<file path="config.mk">
export PLATFORM = sky130hd
export DESIGN_NAME = psg_tone_noise_generator_core
export DESIGN_NICKNAME = d
export VERILOG_FILES = /design/src/rtl/psg_pkg.sv /design/src/rtl/psg_regs.sv /design/src/rtl/psg_tone.sv /design/src/rtl/psg_noise.sv /design/src/rtl/psg_hpf.sv /design/src/rtl/psg_tone_noise_generator_core.sv
export SDC_FILE = /design/constraint.sdc
export NUM_CORES = 1
export LEC_CHECK = 0
export BUFFER_PORTS_ARGS = -buffer_cell sky130_fd_sc_hd__buf_2
export CORE_ASPECT_RATIO = 1.4
export CORE_MARGIN = 2
export CORE_UTILIZATION = 40
export DETAILED_ROUTE_END_ITERATION = 10
export GPL_ROUTABILITY_DRIVEN = 0
export SLEW_MARGIN = 20
export SYNTH_ARGS = -nofsm -noshare
export SYNTH_HDL_FRONTEND = slang
export SYNTH_SLANG_ARGS = --single-unit
</file>
<file path="constraint.sdc">
create_clock -name i_clk -period 17.5 [get_ports i_clk]
set_clock_uncertainty 0.15 [all_clocks]
set_input_delay 0.875 -clock i_clk [delete_from_list [all_inputs] [get_ports i_clk]]
set_output_delay 0.875 -clock i_clk [all_outputs]
set_load 0.005 [all_outputs]
</file>
<file path="src/rtl/psg_pkg.sv">
// psg_pkg: shared widths, register select codes, amplitude table and noise constants
// for the tone/noise sound generator; no dependencies
`default_nettype none

package psg_pkg;

    localparam int unsigned PerW    = 10;  // tone period width
    localparam int unsigned CntW    = 11;  // noise countdown width (twice the period)
    localparam int unsigned AmpW    = 15;  // linear channel amplitude
    localparam int unsigned MixW    = 17;  // sum of four amplitudes
    localparam int unsigned ChargeW = 32;  // high-pass integrator
    localparam int unsigned SmpW    = 16;  // output sample
    localparam int unsigned LfsrW   = 16;

    localparam int unsigned HpfShift = 14;
    localparam int unsigned OutShift = 11;

    localparam logic [LfsrW-1:0] NoiseSeed     = 16'h8000;
    localparam logic [AmpW-1:0]  AmpReset      = 15'd15;
    localparam logic [PerW-1:0]  NoisePerReset = 10'd16;
    localparam logic [PerW-1:0]  NoisePer16    = 10'h010;
    localparam logic [PerW-1:0]  NoisePer32    = 10'h020;
    localparam logic [PerW-1:0]  NoisePer64    = 10'h040;

    // register select, bits 6:4 of a latch byte
    typedef enum logic [2:0] {
        REG_TONE0 = 3'd0,
        REG_VOL0  = 3'd1,
        REG_TONE1 = 3'd2,
        REG_VOL1  = 3'd3,
        REG_TONE2 = 3'd4,
        REG_VOL2  = 3'd5,
        REG_NOISE = 3'd6,
        REG_VOL3  = 3'd7
    } t_reg_sel;

    typedef enum logic [1:0] {
        RATE_16    = 2'd0,
        RATE_32    = 2'd1,
        RATE_64    = 2'd2,
        RATE_TONE2 = 2'd3
    } t_noise_rate;

    // noise control from the register file to the noise channel
    typedef struct packed {
        logic            reload;        // noise control write this cycle
        logic            white;         // lfsr mode, else periodic
        logic [CntW-1:0] reload_count;  // countdown value on a noise write
    } t_noise_ctl;

    // attenuation code to linear amplitude, last code is silence
    function automatic logic [AmpW-1:0] amp_lookup(input logic [3:0] code);
        logic [AmpW-1:0] amp;
        case (code)
            4'd0:    amp = 15'd16384;
            4'd1:    amp = 15'd13014;
            4'd2:    amp = 15'd10338;
            4'd3:    amp = 15'd8211;
            4'd4:    amp = 15'd6523;
            4'd5:    amp = 15'd5181;
            4'd6:    amp = 15'd4115;
            4'd7:    amp = 15'd3269;
            4'd8:    amp = 15'd2597;
            4'd9:    amp = 15'd2063;
            4'd10:   amp = 15'd1638;
            4'd11:   amp = 15'd1301;
            4'd12:   amp = 15'd1034;
            4'd13:   amp = 15'd821;
            4'd14:   amp = 15'd652;
            default: amp = 15'd0;
        endcase
        return amp;
    endfunction

endpackage

`default_nettype wire

</file>
<file path="src/rtl/psg_regs.sv">
// psg_regs: byte write decoder and register file (periods, amplitudes, noise control)
// depends on psg_pkg
`default_nettype none

module psg_regs (
    input  wire logic                                  i_clk,
    input  wire logic                                  i_rst_n,
    input  wire logic                                  i_wr,
    input  wire logic [7:0]                            i_byte,
    output logic [3:0][psg_pkg::PerW-1:0]              o_period,
    output logic [3:0][psg_pkg::AmpW-1:0]              o_amp,
    output psg_pkg::t_noise_ctl                        o_noise
);

    logic [3:0][psg_pkg::PerW-1:0] r_period, n_period;
    logic [3:0][psg_pkg::AmpW-1:0] r_amp, n_amp;
    logic [2:0]                    r_nctl, n_nctl;
    logic [7:0]                    r_latch, n_latch;

    logic                          c_do_latch;
    logic [7:0]                    c_eff;
    psg_pkg::t_reg_sel             c_sel;
    psg_pkg::t_reg_sel             c_sel_lat;
    logic                          c_tone_hit;
    logic [1:0]                    c_tone_idx;
    logic [psg_pkg::PerW-1:0]      c_tone_val;
    logic                          c_reload;

    always_comb begin
        c_sel_lat  = psg_pkg::t_reg_sel'(r_latch[6:4]);
        // data byte for a volume or noise latch acts as a latch of its own
        c_do_latch = i_byte[7] || !(c_sel_lat inside {psg_pkg::REG_TONE0,
                                                      psg_pkg::REG_TONE1,
                                                      psg_pkg::REG_TONE2});
        c_eff      = i_byte[7] ? i_byte : {r_latch[7:4], i_byte[3:0]};
        c_sel      = psg_pkg::t_reg_sel'(c_eff[6:4]);

        n_period   = r_period;
        n_amp      = r_amp;
        n_nctl     = r_nctl;
        n_latch    = r_latch;
        c_tone_hit = 1'b0;
        c_tone_idx = c_sel_lat[2:1];
        c_tone_val = {i_byte[5:0], r_period[c_sel_lat[2:1]][3:0]};
        c_reload   = 1'b0;

        if (i_wr) begin
            if (c_do_latch) begin
                n_latch = c_eff;
                unique case (c_sel) inside
                    psg_pkg::REG_TONE0, psg_pkg::REG_TONE1, psg_pkg::REG_TONE2: begin
                        c_tone_hit = 1'b1;
                        c_tone_idx = c_sel[2:1];
                        c_tone_val = {r_period[c_sel[2:1]][9:4], c_eff[3:0]};
                    end
                    psg_pkg::REG_NOISE: begin
                        c_reload = 1'b1;
                        n_nctl   = c_eff[2:0];
                        case (psg_pkg::t_noise_rate'(c_eff[1:0]))
                            psg_pkg::RATE_16: n_period[3] = psg_pkg::NoisePer16;
                            psg_pkg::RATE_32: n_period[3] = psg_pkg::NoisePer32;
                            psg_pkg::RATE_64: n_period[3] = psg_pkg::NoisePer64;
                            default:          n_period[3] = r_period[2];
                        endcase
                    end
                    default: begin
                        n_amp[c_sel[2:1]] = psg_pkg::amp_lookup(c_eff[3:0]);
                    end
                endcase
            end else begin
                c_tone_hit = 1'b1;
            end

            if (c_tone_hit) begin
                n_period[c_tone_idx] = c_tone_val;
                // tone 2 drives the noise rate in linked mode
                if (c_tone_idx == 2'd2 &&
                    psg_pkg::t_noise_rate'(r_nctl[1:0]) == psg_pkg::RATE_TONE2) begin
                    n_period[3] = c_tone_val;
                end
            end
        end
    end

    always_ff @(posedge i_clk) begin
        if (!i_rst_n) begin
            r_period <= {psg_pkg::NoisePerReset, {3{{psg_pkg::PerW{1'b0}}}}};
            r_amp    <= {4{psg_pkg::AmpReset}};
            r_nctl   <= 3'd0;
            r_latch  <= 8'd0;
        end else begin
            r_period <= n_period;
            r_amp    <= n_amp;
            r_nctl   <= n_nctl;
            r_latch  <= n_latch;
        end
    end

    assign o_period             = r_period;
    assign o_amp                = r_amp;
    assign o_noise.reload       = c_reload;
    assign o_noise.white        = r_nctl[2];
    assign o_noise.reload_count = {n_period[3], 1'b0};

endmodule

`default_nettype wire

</file>
<file path="src/rtl/psg_tone.sv">
// psg_tone: one square-wave tone channel, countdown and level bit
// depends on psg_pkg
`default_nettype none

module psg_tone (
    input  wire logic                     i_clk,
    input  wire logic                     i_rst_n,
    input  wire logic                     i_tick,
    input  wire logic [psg_pkg::PerW-1:0] i_period,
    output logic                          o_on
);

    logic [psg_pkg::PerW-1:0] r_count, n_count;
    logic                     r_high, n_high;
    logic                     c_steady;
    logic [psg_pkg::PerW-1:0] c_base;

    always_comb begin
        // period 0 or 1 holds the output on
        c_steady = (i_period[psg_pkg::PerW-1:1] == '0);
        c_base   = (r_count == '0) ? i_period : r_count;
        n_count  = r_count;
        n_high   = r_high;
        if (i_tick && !c_steady) begin
            n_count = c_base - 1'b1;
            if (r_count == '0) begin
                n_high = ~r_high;
            end
        end
        o_on = c_steady | n_high;
    end

    always_ff @(posedge i_clk) begin
        if (!i_rst_n) begin
            r_count <= '0;
            r_high  <= 1'b0;
        end else begin
            r_count <= n_count;
            r_high  <= n_high;
        end
    end

endmodule

`default_nettype wire

</file>
<file path="src/rtl/psg_noise.sv">
// psg_noise: noise channel with periodic 1-in-16 pattern and 16-bit lfsr
// depends on psg_pkg
`default_nettype none

module psg_noise (
    input  wire logic                     i_clk,
    input  wire logic                     i_rst_n,
    input  wire logic                     i_tick,
    input  wire logic [psg_pkg::PerW-1:0] i_period,
    input  wire psg_pkg::t_noise_ctl      i_ctl,
    output logic                          o_on
);

    logic [psg_pkg::CntW-1:0]  r_count, n_count;
    logic                      r_high, n_high;
    logic [3:0]                r_pos, n_pos;
    logic [psg_pkg::LfsrW-1:0] r_shift, n_shift;
    logic                      c_steady;
    logic [psg_pkg::CntW-1:0]  c_base;

    always_comb begin
        c_steady = (i_period[psg_pkg::PerW-1:1] == '0);
        c_base   = (r_count == '0) ? {i_period, 1'b0} : r_count;
        n_count  = r_count;
        n_high   = r_high;
        n_pos    = r_pos;
        n_shift  = r_shift;
        if (i_ctl.reload) begin
            n_count = i_ctl.reload_count;
            n_pos   = 4'd0;
            n_shift = psg_pkg::NoiseSeed;
        end else if (i_tick && !c_steady) begin
            n_count = c_base - 1'b1;
            if (r_count == '0) begin
                if (!i_ctl.white) begin
                    n_pos  = r_pos + 4'd1;
                    n_high = (r_pos == 4'd14);
                end else begin
                    // feedback from taps 0 and 3 into the top bit
                    n_shift = {r_shift[0] ^ r_shift[3], r_shift[psg_pkg::LfsrW-1:1]};
                    n_high  = r_shift[1];
                end
            end
        end
        o_on = c_steady | n_high;
    end

    always_ff @(posedge i_clk) begin
        if (!i_rst_n) begin
            r_count <= '0;
            r_high  <= 1'b0;
            r_pos   <= 4'd0;
            r_shift <= psg_pkg::NoiseSeed;
        end else begin
            r_count <= n_count;
            r_high  <= n_high;
            r_pos   <= n_pos;
            r_shift <= n_shift;
        end
    end

    // a noise control write restarts both patterns
    a_reload_seed: assert property (@(posedge i_clk) disable iff (!i_rst_n)
        i_ctl.reload |=> (r_shift == psg_pkg::NoiseSeed) && (r_pos == 4'd0))
        else $error("noise write did not reseed the pattern");

endmodule

`default_nettype wire

</file>
<file path="src/rtl/psg_hpf.sv">
// psg_hpf: first-order high-pass on the channel mix, rounding and 16-bit saturation
// depends on psg_pkg
`default_nettype none

module psg_hpf (
    input  wire logic                     i_clk,
    input  wire logic                     i_rst_n,
    input  wire logic                     i_tick,
    input  wire logic [psg_pkg::MixW-1:0] i_mix,
    output logic signed [psg_pkg::SmpW-1:0] o_sample
);

    localparam int unsigned WideW = psg_pkg::ChargeW + 1;

    logic signed [psg_pkg::ChargeW-1:0] r_charge, n_charge;
    logic signed [WideW-1:0]            c_mix;
    logic signed [WideW-1:0]            c_diff;
    logic signed [WideW-1:0]            c_step;
    logic signed [WideW-1:0]            c_out;
    logic signed [WideW-1:0]            c_shifted;

    always_comb begin
        c_mix     = $signed({{(WideW - psg_pkg::MixW - 8){1'b0}}, i_mix, 8'd0});
        c_diff    = c_mix - $signed({r_charge[psg_pkg::ChargeW-1], r_charge});
        c_step    = c_diff >>> psg_pkg::HpfShift;
        n_charge  = r_charge + $signed(c_step[psg_pkg::ChargeW-1:0]);
        c_out     = c_mix - $signed({n_charge[psg_pkg::ChargeW-1], n_charge})
                    + $signed(WideW'(256));
        c_shifted = c_out >>> psg_pkg::OutShift;
        if (!c_shifted[WideW-1] && (|c_shifted[WideW-2:psg_pkg::SmpW-1])) begin
            o_sample = 16'sh7FFF;
        end else if (c_shifted[WideW-1] && !(&c_shifted[WideW-2:psg_pkg::SmpW-1])) begin
            o_sample = -16'sh8000;
        end else begin
            o_sample = c_shifted[psg_pkg::SmpW-1:0];
        end
    end

    always_ff @(posedge i_clk) begin
        if (!i_rst_n) begin
            r_charge <= '0;
        end else if (i_tick) begin
            r_charge <= n_charge;
        end
    end

endmodule

`default_nettype wire

</file>
<file path="src/rtl/psg_tone_noise_generator_core.sv">
// psg_tone_noise_generator_core: top level of the four-channel tone/noise generator
// depends on psg_pkg, psg_regs, psg_tone, psg_noise, psg_hpf
`default_nettype none

// channel   ports                                           moves
// --------  ----------------------------------------------  -------------------------------
// input     i_in_valid, o_in_ready, i_action, i_data_byte   byte write or sample tick
// output    o_out_valid, i_out_ready, o_sample              one sample per tick transfer
//
// an accepted item sits in the input register, then the decode writes the register
// file, or the channel step, mix and filter run and load the result register
// one item per cycle unless a tick stalls; a tick passes input then result register
// a write item makes no sample and never waits on the output side
// a tick item waits in the input register while an unread sample is held
// synchronous active-low reset restores the power-up register and channel state
module psg_tone_noise_generator_core (
    input  wire logic                        i_clk,
    input  wire logic                        i_rst_n,
    input  wire logic                        i_in_valid,
    output logic                             o_in_ready,
    input  wire logic                        i_action,
    input  wire logic [7:0]                  i_data_byte,
    output logic                             o_out_valid,
    input  wire logic                        i_out_ready,
    output logic signed [psg_pkg::SmpW-1:0]  o_sample
);

    // input register
    logic       r_in_valid;
    logic       r_action;
    logic [7:0] r_byte;

    // result register
    logic                             r_out_valid;
    logic signed [psg_pkg::SmpW-1:0]  r_sample;

    logic c_out_free;
    logic c_consume;
    logic c_tick;
    logic c_wr;

    logic [3:0][psg_pkg::PerW-1:0] w_period;
    logic [3:0][psg_pkg::AmpW-1:0] w_amp;
    psg_pkg::t_noise_ctl           w_noise;
    logic [3:0]                    w_on;
    logic [psg_pkg::MixW-1:0]      c_mix;
    logic signed [psg_pkg::SmpW-1:0] w_sample;

    // writes always drain; a tick drains only when the result register frees up
    assign c_out_free = !r_out_valid || i_out_ready;
    assign c_consume  = r_in_valid && (!r_action || c_out_free);
    assign c_tick     = c_consume && r_action;
    assign c_wr       = c_consume && !r_action;
    assign o_in_ready = !r_in_valid || c_consume;

    always_ff @(posedge i_clk) begin
        if (!i_rst_n) begin
            r_in_valid <= 1'b0;
        end else if (o_in_ready) begin
            r_in_valid <= i_in_valid;
        end
    end

    always_ff @(posedge i_clk) begin
        if (o_in_ready && i_in_valid) begin
            r_action <= i_action;
            r_byte   <= i_data_byte;
        end
    end

    psg_regs u_regs (
        .i_clk    (i_clk),
        .i_rst_n  (i_rst_n),
        .i_wr     (c_wr),
        .i_byte   (r_byte),
        .o_period (w_period),
        .o_amp    (w_amp),
        .o_noise  (w_noise)
    );

    // three square-wave channels
    for (genvar g = 0; g < 3; g++) begin : g_tone
        psg_tone u_tone (
            .i_clk    (i_clk),
            .i_rst_n  (i_rst_n),
            .i_tick   (c_tick),
            .i_period (w_period[g]),
            .o_on     (w_on[g])
        );
    end

    psg_noise u_noise (
        .i_clk    (i_clk),
        .i_rst_n  (i_rst_n),
        .i_tick   (c_tick),
        .i_period (w_period[3]),
        .i_ctl    (w_noise),
        .o_on     (w_on[3])
    );

    // mix of the channels that are high after this step
    always_comb begin
        c_mix = '0;
        for (int k = 0; k < 4; k++) begin
            if (w_on[k]) begin
                c_mix = c_mix + psg_pkg::MixW'(w_amp[k]);
            end
        end
    end

    psg_hpf u_hpf (
        .i_clk    (i_clk),
        .i_rst_n  (i_rst_n),
        .i_tick   (c_tick),
        .i_mix    (c_mix),
        .o_sample (w_sample)
    );

    always_ff @(posedge i_clk) begin
        if (!i_rst_n) begin
            r_out_valid <= 1'b0;
        end else if (c_tick) begin
            r_out_valid <= 1'b1;
        end else if (i_out_ready) begin
            r_out_valid <= 1'b0;
        end
    end

    always_ff @(posedge i_clk) begin
        if (c_tick) begin
            r_sample <= w_sample;
        end
    end

    assign o_out_valid = r_out_valid;
    assign o_sample    = r_sample;

    // every tick that leaves the input register lands in the result register
    a_tick_result: assert property (@(posedge i_clk) disable iff (!i_rst_n)
        c_tick |=> r_out_valid)
        else $error("tick transfer produced no sample");

    // a held item keeps its payload until it is processed
    a_in_hold: assert property (@(posedge i_clk) disable iff (!i_rst_n)
        (r_in_valid && !c_consume) |=> r_in_valid && $stable(r_action) && $stable(r_byte))
        else $error("input register changed while stalled");

    // a write never disturbs a sample that is still waiting
    a_wr_keeps_sample: assert property (@(posedge i_clk) disable iff (!i_rst_n)
        (c_wr && r_out_valid && !i_out_ready) |=> r_out_valid && $stable(r_sample))
        else $error("write transfer disturbed the pending sample");

endmodule

`default_nettype wire

</file>
==> results_dict.tcl <==
set metrics [dict create \
    critical_path.reg2reg.startpoint "r_action" \
    max_slew.worst_pin.slew_ns 1.04 \
    via_per_inst 5.59 \
    dieWidth_um 174 \
    hold_path_end "u_noise.r_shift[1]" \
    hold_class "reg2reg" \
    die_h_um 243 \
    muxShareOfSynthArea_pct 3.62 \
    worst_reg2reg_path_endpoint "o_sample[0]" \
    comb_power_share_pct 59.8 \
    rsz0062_at_grt "false" \
    tritoncts_buffer_count 26 \
    layout.cells.most_common "sky130_fd_sc_hd__nand2_1" \
    rr_worst_depth 58 \
    groute.usage.overall_pct 20.1 \
    path_type_of_the_worst_setup_path "in2reg" \
    antenna-diode-count 0 \
    total_switching_power_mw 1.41 \
    grt_pass1_wl_um 70100 \
    power-per-cell-area_nw_per_um2 177 \
    postRouteAntennaNets 0 \
    placement_rows 87 \
    synth-seq-cells 230 \
    max_slew_margin_pct 30.9 \
    fin_area_um2 17900 \
    synth_async_sr_flop_share_pct 0 \
    regArea_um2 4850 \
    grt_overflow_total 0 \
    syn_nets 2193 \
    top_library_cells_by_usage_in_the_layout_fill_and_taps_aside "sky130_fd_sc_hd__nand2_1 (316), sky130_fd_sc_hd__dfxtp_1 (205), sky130_fd_sc_hd__a21oi_1 (177)" \
    synth_cells 2033 \
    fin_total_pwr_mw 3.17 \
    syn2layout_area_growth_pct 9.87 \
    clk_root_buffer_cell "sky130_fd_sc_hd__clkbuf_16" \
    rrSetupSlack_ns 4.07 \
    worst_ep_arrival_time_ns 13.64 \
    synthSimpleGateAreaFrac_pct 22.0 \
    place_worst_setup_slack_ns 3.46 \
    core_area_um2 40200 \
    clock_power_share_pct 19.8 \
    hold_buffers 0 \
    final_min_period_over_clock_period_pct 77.3 \
    crit_path_max_incr_delay_ns 0.77 \
    slew_viol_final 0 \
    residual_drc 0 \
    p_seq_share_pct 20.4 \
    hold_path_depth 2 \
    layout_min_cycle_time_ns 13.53 \
    multi_input_area_um2 10900 \
    critPathRequiredTime_ns 17.61 \
    antenna_violations_before_repair 0 \
    cp_max_fo 50 \
    final_nets 2180 \
    number_of_levels_in_the_clock_h_tree 1 \
    firstDrtPassIters 6 \
    tritoncts "yes" \
    pin_count 31 \
    synth.distinct_cells 72 \
    synth-xor-area-share_pct 5.55 \
    routed_wl_um 43100 \
    floorplan.initialDensity_pct 40.5 \
    final_layout_size_suffix_gt1_share_pct 7.75 \
    drt_first_iter_violations 888 \
    post-route-worst-setup-slack_ns 3.97 \
    synth-edff-count 25 \
    run_status "finished, final reports clean" \
    post_synth_instance_area_um2 16300 \
    placed_cell_area_um2 16900 \
    synthFlopType "sky130_fd_sc_hd__dfxtp_1" \
    synth.avg_cell_area_um2 8.00 \
    setup_viol 0 \
    irDropWorstVdd_v 0.000129 \
    route.vias.total 14400 \
    hold_viol 0 \
    clockBufferDepth 3 \
    post_drt_wl_per_cell_um 16.8 \
    timing.max_cap.violations 0 \
    postCtsResizedCells 0 \
    number_of_global_route_vias_before_repair 14100 \
    timing.critical_path.from_type "primary input" \
    worst_setup_path_end_kind "flop" \
    placement.io_buffers 30 \
    timing.setup.tns_ns 0 \
    crit_slowest_cell "sky130_fd_sc_hd__nor2_1" \
    cell_internal_pwr_mw 1.76 \
    swShare_pct 44.6 \
    power_leakage_nw 7.84 \
    compound_gate_fraction_of_synth_area_pct 24.0 \
    dominant_combinational_cell_family_by_area_after_synthesis "compound AO/OA/AOI/OAI gates" \
    yosysWarningCount 0 \
    timing.hold.worst.start "u_noise.r_shift[2]" \
    num-fill-cells 4011 \
    yosys.area_share.adder_pct 11.5 \
    post_cts_buffers 0 \
    clock.fmax_ghz 0.0739 \
    clock_latency_ns 0.56 \
    ys_seq_area_share_pct 29.9 \
    largest_net_degree_at_the_start_of_global_routing 72 \
    cts_num_sinks 230 \
    die_area_um2 42300 \
    worst_hold_slack_ns 0.292 \
    dp.final_hpwl_um 32700 \
    cts.reportedPaths.clkPinSlew_ns 0.06 \
]
state kept, by name (all words and copies together) (netlist names):
name / flops
u_regs.r_nctl: 3
o_sample: 16
u_noise.r_count: 11
u_hpf.r_charge: 32
r_byte: 8
u_noise.r_high: 1
u_regs.o_period: 40
r_action: 1
u_regs.r_latch: 3
r_in_valid: 1
g_tone.u_tone.r_high: 3
o_out_valid: 1
u_noise.r_pos: 4
u_regs.o_amp: 60
u_noise.r_shift: 16
g_tone.u_tone.r_count: 30
routing by layer:
layer  share of wire (%)  up-vias  GRT usage, %  wire length, µm
met1                  39     6724          20.9            16800
met2                  54      306          39.9            23200
met5                   0        -             0                0
met4                 4.1        0          9.00             1760
met3                 3.2      103          1.90             1380
li1                    -     7263             -                -
critical path: cells and delay by family:
family                     cells  cell delay, ns
adders and majority gates      8            2.71
AOI/OAI and AO/OA             23            5.00
and+or+nand+nor               18            3.06
xor gates and xnor gates       4            0.55
buffers and inverters          6            1.13
muxes                          1            0.29
synthesized netlist by cell type (32+ instances only):
cell type,n,area share (%)
sky130_fd_sc_hd__nand2_1,316,7.3
sky130_fd_sc_hd__dfxtp_1,205,25
sky130_fd_sc_hd__a21oi_1,177,5.4
sky130_fd_sc_hd__o21ai_0,150,4.6
sky130_fd_sc_hd__ha_1,143,11
sky130_fd_sc_hd__nor2_1,124,2.9
sky130_fd_sc_hd__and2_1,85,3.3
sky130_fd_sc_hd__clkbuf_1,78,1.8
sky130_fd_sc_hd__inv_1,63,1.5
sky130_fd_sc_hd__xnor2_1,61,3.3
sky130_fd_sc_hd__nand3_1,48,1.5
sky130_fd_sc_hd__nor3_1,44,1.4
sky130_fd_sc_hd__a21o_1,42,1.9
sky130_fd_sc_hd__o211a_1,42,2.6
sky130_fd_sc_hd__xor2_1,42,2.3
sky130_fd_sc_hd__nor2b_1,36,1.4
sky130_fd_sc_hd__a21boi_0,32,1.5
how the worst max path moves through the flow:
stage,from,end,slack (ns),cells past startpoint
finish,i_out_ready,o_sample[0],3.97,60
global route,i_out_ready,o_sample[0],2.62,60
CTS,i_out_ready,o_sample[0],4.04,60
detailed placement,i_out_ready,o_sample[0],3.46,60
global placement,i_out_ready,o_sample[14],3.89,58
floorplan,i_out_ready,o_sample[3],5.83,56
stage by stage:
step / cells / util (%)
finish: 2574 / 44.5
floorplan: 2033 / -
detailed placement: 2526 / 42.0
global route: 2574 / 44.5
global placement: 2526 / 42.0
CTS: 2574 / 44.5
cell type report:
class / count / share of cell area [%]
Multi-Input combinational cell: 1654 / 60.8
Sequential cell: 230 / 27.2
Clock buffer: 30 / 3.90
Tap cell: 534 / 3.74
Clock inverter: 18 / 1.58
Timing Repair Buffer: 45 / 1.48
Inverter: 63 / 1.32
kinds of logic after synthesis:
group	after synthesis
fa+ha+maj	147
mux	49
xor+xnor	103
simple gates	753
flops	230
compound gates	602
buf+inv	149
power by group through the flow:
stage	combinational, mW	sequential [mW]	clock, mW
final	1.90	0.647	0.627
after global routing	2.13	0.651	0.662
after detailed placement	1.90	0.658	0
after floorplan	1.47	0.646	0
after CTS	1.92	0.647	0.645
after global placement	1.87	0.658	0
No activity file was read; power rests on OpenSTA's default activity.
